### config.mk
export PLATFORM = sky130hd
export DESIGN_NAME = ctt_lex_core
export DESIGN_NICKNAME = d
export VERILOG_FILES = /design/src/rtl/config_text_tokenizer_top_macros.svh /design/src/rtl/ctt_pkg.sv /design/src/rtl/ctt_lex_core.sv
export SDC_FILE = /design/constraint.sdc
export NUM_CORES = 1
export LEC_CHECK = 0
export BUFFER_PORTS_ARGS = -buffer_cell sky130_fd_sc_hd__clkbuf_2
export CORE_MARGIN = 8
export CORE_UTILIZATION = 45
export DETAILED_ROUTE_END_ITERATION = 16
export PLACE_DENSITY = 0.74
export SYNTH_ARGS = -nofsm -noshare
export SYNTH_HDL_FRONTEND = slang
export SYNTH_SLANG_ARGS = --single-unit
### constraint.sdc
create_clock -name vclk -period 11.25
set_input_delay 2.25 -clock vclk [all_inputs]
set_output_delay 2.25 -clock vclk [all_outputs]
set_load 0.02 [all_outputs]
### src/rtl/config_text_tokenizer_top_macros.svh
// ----------------------------------------------------------------------------
// Assertion macros for the configuration text tokenizer
// Each check is compiled in simulation and left out of synthesis.
// ----------------------------------------------------------------------------
`ifndef CONFIG_TEXT_TOKENIZER_TOP_MACROS_SVH
`define CONFIG_TEXT_TOKENIZER_TOP_MACROS_SVH

`ifndef SYNTHESIS

// Same-cycle implication, disabled while reset is high.
`define CTT_ASSERT_IMP(label, clk, rst, ante, cons, msg) \
   label: assert property (@(posedge clk) disable iff (rst) (ante) |-> (cons)) \
      else $error(msg);

// Next-cycle implication, disabled while reset is high.
`define CTT_ASSERT_NEXT(label, clk, rst, ante, cons, msg) \
   label: assert property (@(posedge clk) disable iff (rst) (ante) |=> (cons)) \
      else $error(msg);

`else

`define CTT_ASSERT_IMP(label, clk, rst, ante, cons, msg)
`define CTT_ASSERT_NEXT(label, clk, rst, ante, cons, msg)

`endif

`endif

### src/rtl/ctt_pkg.sv
`timescale 1ns / 1ps
// ----------------------------------------------------------------------------
// ctt_pkg
// Shared types, codes and character helpers of the configuration text
// tokenizer.
// ----------------------------------------------------------------------------
package ctt_pkg;

   // Widths of the fixed transaction fields.
   localparam int TEXT_W              = 8;
   localparam int FIELD_W             = 16;
   localparam int OFFSET_BITS_DEFAULT = 16;
   localparam int MAX_RESULTS         = 3;
   localparam int RES_IDX_W           = 2;

   // Token kinds.
   typedef enum logic [4:0] {
      KIND_END      = 5'd0,
      KIND_BLANK    = 5'd1,
      KIND_LPAREN   = 5'd2,
      KIND_RPAREN   = 5'd3,
      KIND_DOT      = 5'd4,
      KIND_COMMA    = 5'd5,
      KIND_EQUALS   = 5'd6,
      KIND_COLON    = 5'd7,
      KIND_LBRACKET = 5'd8,
      KIND_RBRACKET = 5'd9,
      KIND_LINE_CMT = 5'd10,
      KIND_BLOCK_CMT = 5'd11,
      KIND_STRING   = 5'd12,
      KIND_NAME     = 5'd13,
      KIND_NUMBER   = 5'd14,
      KIND_IDENT    = 5'd15,
      KIND_ERROR    = 5'd16
   } kind_type;

   // Error codes.
   typedef enum logic [3:0] {
      ERR_NONE          = 4'd0,
      ERR_MINUS_NO_DIGIT = 4'd1,
      ERR_DOT_NO_DIGIT  = 4'd2,
      ERR_SLASH_NO_STAR = 4'd3,
      ERR_OPEN_COMMENT  = 4'd4,
      ERR_OPEN_STRING   = 4'd5,
      ERR_NL_IN_STRING  = 4'd6,
      ERR_OPEN_NAME     = 4'd7,
      ERR_NL_IN_NAME    = 4'd8,
      ERR_UNKNOWN_CHAR  = 4'd9,
      ERR_TOO_LONG      = 4'd10
   } err_type;

   // Lexer modes.
   typedef enum logic [3:0] {
      MODE_IDLE   = 4'd0,
      MODE_BLANK  = 4'd1,
      MODE_LCMT   = 4'd2,
      MODE_SLASH  = 4'd3,
      MODE_BCMT   = 4'd4,
      MODE_BSTAR  = 4'd5,
      MODE_STR    = 4'd6,
      MODE_NAME   = 4'd7,
      MODE_MINUS  = 4'd8,
      MODE_INT    = 4'd9,
      MODE_DOT    = 4'd10,
      MODE_FRAC   = 4'd11,
      MODE_IDENT  = 4'd12
   } mode_type;

   // Control state handed between the lexer core and the top level.
   typedef struct packed {
      mode_type mode;
      logic     halted;
   } lex_ctl_type;

   // One result transaction.
   typedef struct packed {
      kind_type             token_kind;
      logic [FIELD_W-1:0]   token_start;
      logic [FIELD_W-1:0]   token_length;
      logic [FIELD_W-1:0]   line_number;
      err_type              error_code;
      logic                 last_of_run;
   } rsp_type;

   // Character codes.
   localparam logic [TEXT_W-1:0] CH_LF     = 8'h0A;
   localparam logic [TEXT_W-1:0] CH_CR     = 8'h0D;
   localparam logic [TEXT_W-1:0] CH_TAB    = 8'h09;
   localparam logic [TEXT_W-1:0] CH_SPACE  = 8'h20;
   localparam logic [TEXT_W-1:0] CH_LPAREN = 8'h28;
   localparam logic [TEXT_W-1:0] CH_RPAREN = 8'h29;
   localparam logic [TEXT_W-1:0] CH_DOT    = 8'h2E;
   localparam logic [TEXT_W-1:0] CH_COMMA  = 8'h2C;
   localparam logic [TEXT_W-1:0] CH_EQUALS = 8'h3D;
   localparam logic [TEXT_W-1:0] CH_COLON  = 8'h3A;
   localparam logic [TEXT_W-1:0] CH_LBRACK = 8'h5B;
   localparam logic [TEXT_W-1:0] CH_RBRACK = 8'h5D;
   localparam logic [TEXT_W-1:0] CH_HASH   = 8'h23;
   localparam logic [TEXT_W-1:0] CH_SLASH  = 8'h2F;
   localparam logic [TEXT_W-1:0] CH_STAR   = 8'h2A;
   localparam logic [TEXT_W-1:0] CH_DQUOTE = 8'h22;
   localparam logic [TEXT_W-1:0] CH_SQUOTE = 8'h27;
   localparam logic [TEXT_W-1:0] CH_MINUS  = 8'h2D;
   localparam logic [TEXT_W-1:0] CH_UNDER  = 8'h5F;

   function automatic logic is_digit(input logic [TEXT_W-1:0] c);
      return (c >= 8'h30) && (c <= 8'h39);
   endfunction

   function automatic logic is_alpha(input logic [TEXT_W-1:0] c);
      return ((c >= 8'h61) && (c <= 8'h7A)) || ((c >= 8'h41) && (c <= 8'h5A));
   endfunction

   function automatic logic is_word(input logic [TEXT_W-1:0] c);
      return is_alpha(c) || is_digit(c) || (c == CH_UNDER);
   endfunction

endpackage

### src/rtl/ctt_lex_core.sv
`timescale 1ns / 1ps
// ----------------------------------------------------------------------------
// ctt_lex_core
// Combinational lexer step: from the current mode, offsets and one byte it
// works out the next state and up to three tokens.
// ----------------------------------------------------------------------------
module ctt_lex_core import ctt_pkg::*; #(
   parameter int OFFSET_BITS = OFFSET_BITS_DEFAULT
) (
   input  lex_ctl_type             ctl_i,
   input  logic [OFFSET_BITS-1:0]  begin_i,
   input  logic [OFFSET_BITS-1:0]  offset_i,
   input  logic [OFFSET_BITS-1:0]  line_i,
   input  logic [TEXT_W-1:0]       byte_i,
   input  logic                    final_i,
   output lex_ctl_type             ctl_o,
   output logic [OFFSET_BITS-1:0]  begin_o,
   output logic [OFFSET_BITS-1:0]  offset_o,
   output logic [OFFSET_BITS-1:0]  line_o,
   output rsp_type                 res_o [MAX_RESULTS],
   output logic [RES_IDX_W-1:0]    count_o
);

   localparam logic [OFFSET_BITS-1:0] OFS_MAX = '1;
   localparam logic [OFFSET_BITS-1:0] OFS_ONE = OFFSET_BITS'(1);
   localparam logic [RES_IDX_W-1:0]   RES_ONE = RES_IDX_W'(1);

   // Builds one token from offset-width values.
   function automatic rsp_type mk_rsp(input kind_type k,
                                      input logic [OFFSET_BITS-1:0] s,
                                      input logic [OFFSET_BITS-1:0] l,
                                      input logic [OFFSET_BITS-1:0] ln,
                                      input err_type e);
      rsp_type r;
      r.token_kind   = k;
      r.token_start  = FIELD_W'(s);
      r.token_length = FIELD_W'(l);
      r.line_number  = FIELD_W'(ln);
      r.error_code   = e;
      r.last_of_run  = 1'b0;
      return r;
   endfunction

   // One pass over the byte, in the order the tokens are produced.
   always_comb begin
      mode_type               mode;
      logic                   halt;
      logic                   restart;
      logic [OFFSET_BITS-1:0] tb;
      logic [OFFSET_BITS-1:0] lc;
      logic [OFFSET_BITS-1:0] ofs;
      logic [OFFSET_BITS-1:0] pos;
      logic [OFFSET_BITS-1:0] upto;
      logic [OFFSET_BITS-1:0] flen;
      logic [RES_IDX_W-1:0]   n;
      logic [TEXT_W-1:0]      c;
      rsp_type                res [MAX_RESULTS];

      mode    = ctl_i.mode;
      halt    = ctl_i.halted;
      restart = 1'b0;
      tb      = begin_i;
      lc      = line_i;
      ofs     = offset_i;
      pos     = offset_i;
      upto    = offset_i + OFS_ONE - begin_i;
      flen    = '0;
      n       = '0;
      c       = byte_i;
      for (int i = 0; i < MAX_RESULTS; i++) begin
         res[i] = '0;
      end

      if (!halt) begin
         if (offset_i == OFS_MAX) begin
            // Text longer than the offset counter can hold.
            tb = offset_i;
            res[n] = mk_rsp(KIND_ERROR, tb, '0, lc, ERR_TOO_LONG);
            n = n + RES_ONE;
            halt = 1'b1;
            mode = MODE_IDLE;
         end else begin
            // Continue the pending token, or close it and restart on this byte.
            unique case (mode)
               MODE_BLANK: begin
                  if (c == CH_LF) begin
                     lc = lc + OFS_ONE;
                  end else if (c != CH_SPACE && c != CH_TAB && c != CH_CR) begin
                     res[n] = mk_rsp(KIND_BLANK, tb, pos - tb, lc, ERR_NONE);
                     n = n + RES_ONE;
                     restart = 1'b1;
                  end
               end
               MODE_LCMT: begin
                  if (c == CH_LF || c == CH_CR) begin
                     res[n] = mk_rsp(KIND_LINE_CMT, tb, pos - tb, lc, ERR_NONE);
                     n = n + RES_ONE;
                     restart = 1'b1;
                  end
               end
               MODE_SLASH: begin
                  if (c == CH_STAR) begin
                     mode = MODE_BCMT;
                  end else begin
                     res[n] = mk_rsp(KIND_ERROR, tb, upto, lc, ERR_SLASH_NO_STAR);
                     n = n + RES_ONE;
                     halt = 1'b1;
                     mode = MODE_IDLE;
                  end
               end
               MODE_BCMT, MODE_BSTAR: begin
                  if (mode == MODE_BSTAR && c == CH_SLASH) begin
                     res[n] = mk_rsp(KIND_BLOCK_CMT, tb, upto, lc, ERR_NONE);
                     n = n + RES_ONE;
                     mode = MODE_IDLE;
                  end else if (c == CH_STAR) begin
                     mode = MODE_BSTAR;
                  end else begin
                     if (c == CH_LF) begin
                        lc = lc + OFS_ONE;
                     end
                     mode = MODE_BCMT;
                  end
               end
               MODE_STR, MODE_NAME: begin
                  if ((mode == MODE_STR && c == CH_DQUOTE) ||
                      (mode == MODE_NAME && c == CH_SQUOTE)) begin
                     res[n] = mk_rsp((mode == MODE_STR) ? KIND_STRING : KIND_NAME,
                                     tb, upto, lc, ERR_NONE);
                     n = n + RES_ONE;
                     mode = MODE_IDLE;
                  end else if (c == CH_LF || c == CH_CR) begin
                     res[n] = mk_rsp(KIND_ERROR, tb, upto, lc,
                                     (mode == MODE_STR) ? ERR_NL_IN_STRING : ERR_NL_IN_NAME);
                     n = n + RES_ONE;
                     halt = 1'b1;
                     mode = MODE_IDLE;
                  end
               end
               MODE_MINUS: begin
                  if (is_digit(c)) begin
                     mode = MODE_INT;
                  end else begin
                     res[n] = mk_rsp(KIND_ERROR, tb, upto, lc, ERR_MINUS_NO_DIGIT);
                     n = n + RES_ONE;
                     halt = 1'b1;
                     mode = MODE_IDLE;
                  end
               end
               MODE_INT: begin
                  if (c == CH_DOT) begin
                     mode = MODE_DOT;
                  end else if (!is_digit(c)) begin
                     res[n] = mk_rsp(KIND_NUMBER, tb, pos - tb, lc, ERR_NONE);
                     n = n + RES_ONE;
                     restart = 1'b1;
                  end
               end
               MODE_DOT: begin
                  if (is_digit(c)) begin
                     mode = MODE_FRAC;
                  end else begin
                     res[n] = mk_rsp(KIND_ERROR, tb, upto, lc, ERR_DOT_NO_DIGIT);
                     n = n + RES_ONE;
                     halt = 1'b1;
                     mode = MODE_IDLE;
                  end
               end
               MODE_FRAC: begin
                  if (!is_digit(c)) begin
                     res[n] = mk_rsp(KIND_NUMBER, tb, pos - tb, lc, ERR_NONE);
                     n = n + RES_ONE;
                     restart = 1'b1;
                  end
               end
               MODE_IDENT: begin
                  if (!is_word(c)) begin
                     res[n] = mk_rsp(KIND_IDENT, tb, pos - tb, lc, ERR_NONE);
                     n = n + RES_ONE;
                     restart = 1'b1;
                  end
               end
               default: begin
                  restart = 1'b1;
               end
            endcase

            // Start of a new token at this byte.
            if (restart) begin
               tb   = pos;
               mode = MODE_IDLE;
               unique case (c)
                  CH_LF: begin
                     lc   = lc + OFS_ONE;
                     mode = MODE_BLANK;
                  end
                  CH_CR, CH_TAB, CH_SPACE: begin
                     mode = MODE_IDLE;
                  end
                  CH_LPAREN: begin
                     res[n] = mk_rsp(KIND_LPAREN, pos, OFS_ONE, lc, ERR_NONE);
                     n = n + RES_ONE;
                  end
                  CH_RPAREN: begin
                     res[n] = mk_rsp(KIND_RPAREN, pos, OFS_ONE, lc, ERR_NONE);
                     n = n + RES_ONE;
                  end
                  CH_DOT: begin
                     res[n] = mk_rsp(KIND_DOT, pos, OFS_ONE, lc, ERR_NONE);
                     n = n + RES_ONE;
                  end
                  CH_COMMA: begin
                     res[n] = mk_rsp(KIND_COMMA, pos, OFS_ONE, lc, ERR_NONE);
                     n = n + RES_ONE;
                  end
                  CH_EQUALS: begin
                     res[n] = mk_rsp(KIND_EQUALS, pos, OFS_ONE, lc, ERR_NONE);
                     n = n + RES_ONE;
                  end
                  CH_COLON: begin
                     res[n] = mk_rsp(KIND_COLON, pos, OFS_ONE, lc, ERR_NONE);
                     n = n + RES_ONE;
                  end
                  CH_LBRACK: begin
                     res[n] = mk_rsp(KIND_LBRACKET, pos, OFS_ONE, lc, ERR_NONE);
                     n = n + RES_ONE;
                  end
                  CH_RBRACK: begin
                     res[n] = mk_rsp(KIND_RBRACKET, pos, OFS_ONE, lc, ERR_NONE);
                     n = n + RES_ONE;
                  end
                  CH_HASH:   mode = MODE_LCMT;
                  CH_SLASH:  mode = MODE_SLASH;
                  CH_DQUOTE: mode = MODE_STR;
                  CH_SQUOTE: mode = MODE_NAME;
                  CH_MINUS:  mode = MODE_MINUS;
                  default: begin
                     if (is_digit(c)) begin
                        mode = MODE_INT;
                     end else if (is_alpha(c) || c == CH_UNDER) begin
                        mode = MODE_IDENT;
                     end else begin
                        res[n] = mk_rsp(KIND_ERROR, tb, OFS_ONE, lc, ERR_UNKNOWN_CHAR);
                        n = n + RES_ONE;
                        halt = 1'b1;
                     end
                  end
               endcase
            end

            ofs = pos + OFS_ONE;

            // On the last byte, close whatever token is still open.
            if (final_i && !halt) begin
               flen = ofs - tb;
               unique case (mode)
                  MODE_BLANK: begin
                     res[n] = mk_rsp(KIND_BLANK, tb, flen, lc, ERR_NONE);
                     n = n + RES_ONE;
                  end
                  MODE_LCMT: begin
                     res[n] = mk_rsp(KIND_LINE_CMT, tb, flen, lc, ERR_NONE);
                     n = n + RES_ONE;
                  end
                  MODE_INT, MODE_FRAC: begin
                     res[n] = mk_rsp(KIND_NUMBER, tb, flen, lc, ERR_NONE);
                     n = n + RES_ONE;
                  end
                  MODE_IDENT: begin
                     res[n] = mk_rsp(KIND_IDENT, tb, flen, lc, ERR_NONE);
                     n = n + RES_ONE;
                  end
                  MODE_MINUS: begin
                     res[n] = mk_rsp(KIND_ERROR, tb, flen, lc, ERR_MINUS_NO_DIGIT);
                     n = n + RES_ONE;
                  end
                  MODE_DOT: begin
                     res[n] = mk_rsp(KIND_ERROR, tb, flen, lc, ERR_DOT_NO_DIGIT);
                     n = n + RES_ONE;
                  end
                  MODE_SLASH: begin
                     res[n] = mk_rsp(KIND_ERROR, tb, flen, lc, ERR_SLASH_NO_STAR);
                     n = n + RES_ONE;
                  end
                  MODE_BCMT, MODE_BSTAR: begin
                     res[n] = mk_rsp(KIND_ERROR, tb, flen, lc, ERR_OPEN_COMMENT);
                     n = n + RES_ONE;
                  end
                  MODE_STR: begin
                     res[n] = mk_rsp(KIND_ERROR, tb, flen, lc, ERR_OPEN_STRING);
                     n = n + RES_ONE;
                  end
                  MODE_NAME: begin
                     res[n] = mk_rsp(KIND_ERROR, tb, flen, lc, ERR_OPEN_NAME);
                     n = n + RES_ONE;
                  end
                  default: begin
                     mode = MODE_IDLE;
                  end
               endcase
               mode = MODE_IDLE;
            end
         end
      end

      // The last byte ends the text with an end token and a full reset.
      if (final_i) begin
         res[n] = mk_rsp(KIND_END, '0, '0, lc, ERR_NONE);
         n    = n + RES_ONE;
         mode = MODE_IDLE;
         halt = 1'b0;
         tb   = '0;
         ofs  = '0;
         lc   = '0;
      end

      if (n != '0) begin
         res[n - RES_ONE].last_of_run = 1'b1;
      end

      ctl_o.mode   = mode;
      ctl_o.halted = halt;
      begin_o      = tb;
      offset_o     = ofs;
      line_o       = lc;
      res_o        = res;
      count_o      = n;
   end

endmodule

==> flow_metrics.tcl <==
set metrics [dict create \
    min_to "res_o[78]" \
    crit_slowest_cell "or4b_1" \
    criticalPathCategory "input port to primary output" \
    critPathLaunchType "input port" \
    cts_setup_buffers 0 \
    viasPerCell 6.53 \
    synth_cell_types 100 \
    total_power_w 0.000666 \
    ios 291 \
    seq_cell_count 0 \
    antenna_found_initial 0 \
    drt_iter0_markers 1110 \
    pre_cts_ws_ns 1.23 \
    ctsHoldBuffers 0 \
    vdd_ir_drop_max_mv 0.0299 \
    slew_viol_final 0 \
    ys_seq_area_share_pct 0 \
    grt-ovfl-total 0 \
    leakage_nw 4.50 \
    layout-drive-gt1-share_pct 23.8 \
    dp.cells 1760 \
    layout_min_cycle_time_ns 10.12 \
    min_path_type "input port to primary output" \
    post-dp-hpwl_mm 31.1 \
    hold-path-cell-count 4 \
    syn_nets 1452 \
    slowest_delay_ns 0.73 \
    cts_repair_resize_count 0 \
    arrival_ns 7.87 \
    critPathRequiredTime_ns 9.00 \
    fin_cells 1760 \
    cap_viol_max_count 0 \
    initial_core_util_pct 45.4 \
    ys_warn_count 0 \
    num_rows 50 \
    fin_ws_ns 1.13 \
    syn_area_um2 8400 \
    wl_per_cell_um 22.9 \
    gp_congestion 1.00 \
    hold_start "line_i[15]" \
    die_h_um 153 \
    core_area_um2 18500 \
    die_area_um2 23300 \
    fin_nets 1648 \
    nClkBuffers 0 \
    hold_violations 0 \
    grt_pass1_wl_mm 62.4 \
    drt_pass1_iterations 5 \
    worstSetupEndpointType "primary output" \
    drc 0 \
    die_x_um 153 \
    status "finished clean" \
    relSlewSlack_pct 33.4 \
    wl_mm 40.2 \
    n_antenna_cell 0 \
    seq_area_um2 0 \
    timing.fmax_ghz 0.0988 \
    path_max_fanout 14 \
    period_share_pct 90.0 \
    avgSynthCellArea_um2 6.30 \
    synthCells 1332 \
    first_global_vias 11131 \
    p_per_area_nw_per_um2 68.0 \
    port-buffer-count 290 \
    crit_top_cell "ha_1" \
    fillCellCount 1958 \
    ant_nets 0 \
    grt.total_usage_pct 32.2 \
    synthToLayoutAreaGrowth_pct 16.6 \
    worstMarginPinSlew_ns 0.996 \
    grt_max_degree 64 \
    vias 11497 \
    worstPathCellList "clkbuf_2 -> or4b_1 -> or4_1 -> nand4_1 -> nand4_1 -> nor2_2 -> inv_2 -> ha_1 -> nand2_1 -> o32ai_1 -> a22o_1 -> ha_1 -> a21oi_1 -> nand2_1 -> ha_1 -> and2_1 -> nor2_1 -> buf_4 -> o21ai_1 -> a21oi_1 -> a221o_1 -> clkbuf_2" \
    setup_tns_ns 0 \
    finalSetupViolations 0 \
    rsz0062_at_grt "false" \
]
[worst max-delay path: cells and delay by family]
family / cells / cell delay, ns
buf+inv: 4 / 0.65
simple gates: 9 / 2.86
fa+ha+maj: 3 / 0.79
compound gates: 6 / 1.32
[cell families (layout without fill, tap and decap cells)]
logic type / Yosys count / after routing / share of synthesized area (%)
xor gates and xnor gates: 96 / 96 / 10.1
AOI/OAI and AO/OA: 430 / 430 / 36.0
and+or+nand+nor: 557 / 557 / 33.1
muxes: 27 / 27 / 3.26
other: 1 / 1 / 0.0447
adders and majority gates: 58 / 58 / 8.91
buffers and inverters: 163 / 357 / 8.61
[layer usage]
layer  vias up  GRT usage [%]  part of all wire (%)
met1      5309           39.6                    40
met2       745           53.3                    45
met3       111           8.11                    11
li1       5332              -                     -
met4         0           11.6                   3.6
met5         -              0                     0
[worst max path at each step]
stage / startpoint / end / slack [ns] / cells after the start
after global routing: byte_i[4] / res_o[156] / 0.81 / 22
final: byte_i[4] / res_o[156] / 1.13 / 22
after detailed placement: byte_i[4] / res_o[152] / 1.23 / 22
after global placement: byte_i[4] / res_o[152] / 1.38 / 19
after CTS: byte_i[4] / res_o[152] / 1.20 / 22
after floorplan: byte_i[6] / res_o[150] / 1.90 / 17
[cell usage in the layout, fill, tap and decap left out, types with 26 or more instances in the layout]
cell type	count
nand2_1	118
nor2_1	199
ha_1	55
mux2i_1	26
clkbuf_2	290
a211oi_1	27
inv_1	42
xnor2_1	45
xor2_1	50
o21ai_0	62
a21oi_1	109
nor3_1	35
a221oi_1	33
nand3_1	39
[report_power, final]
part / switching (W) / total (W) / internal [W] / leakage [nW]
clock: 0 / 0 / 0 / 0
combinational: 0.000446 / 0.000666 / 0.000220 / 4.50
sequential: 0 / 0 / 0 / 0
total: 0.000446 / 0.000666 / 0.000220 / 4.50
[stage by stage]
step	utilization, %	area, µm²	hold WS [ns]
2_1_floorplan	-	8400	4.67
3_3_place_gp	52.9	9790	4.91
3_5_place_dp	52.9	9790	4.92
4_1_cts	52.9	9790	4.92
5_1_grt	52.9	9790	4.94
6_report	52.9	9790	4.92
[cell type report]
| type | instances | area (µm²) | share of cell area, % |
|---|---|---|---|
| Multi-Input combinational cell | 1169 | 7690 | 78.5 |
| Inverter | 44 | 165 | 1.69 |
| Tap cell | 234 | 293 | 2.99 |
| Timing Repair Buffer | 313 | 1650 | 16.8 |
[Yosys cell counts (20+ instances only)]
library cell  count  area, µm²
nor2_1          201        754
a221o_1          21        210
a221oi_1         33        289
o21ai_0          62        310
a21oi_1         109        546
nand3_1          39        195
ha_1             55        688
nor3_1           35        175
buf_2            20        100
clkbuf_1         78        293
nand2_1         118        443
xnor2_1          45        394
inv_1            42        158
xor2_1           50        438
a21o_1           20        150
a211oi_1         27        203
mux2i_1          26        260
Note: power is estimated with default switching activity, not from simulation.
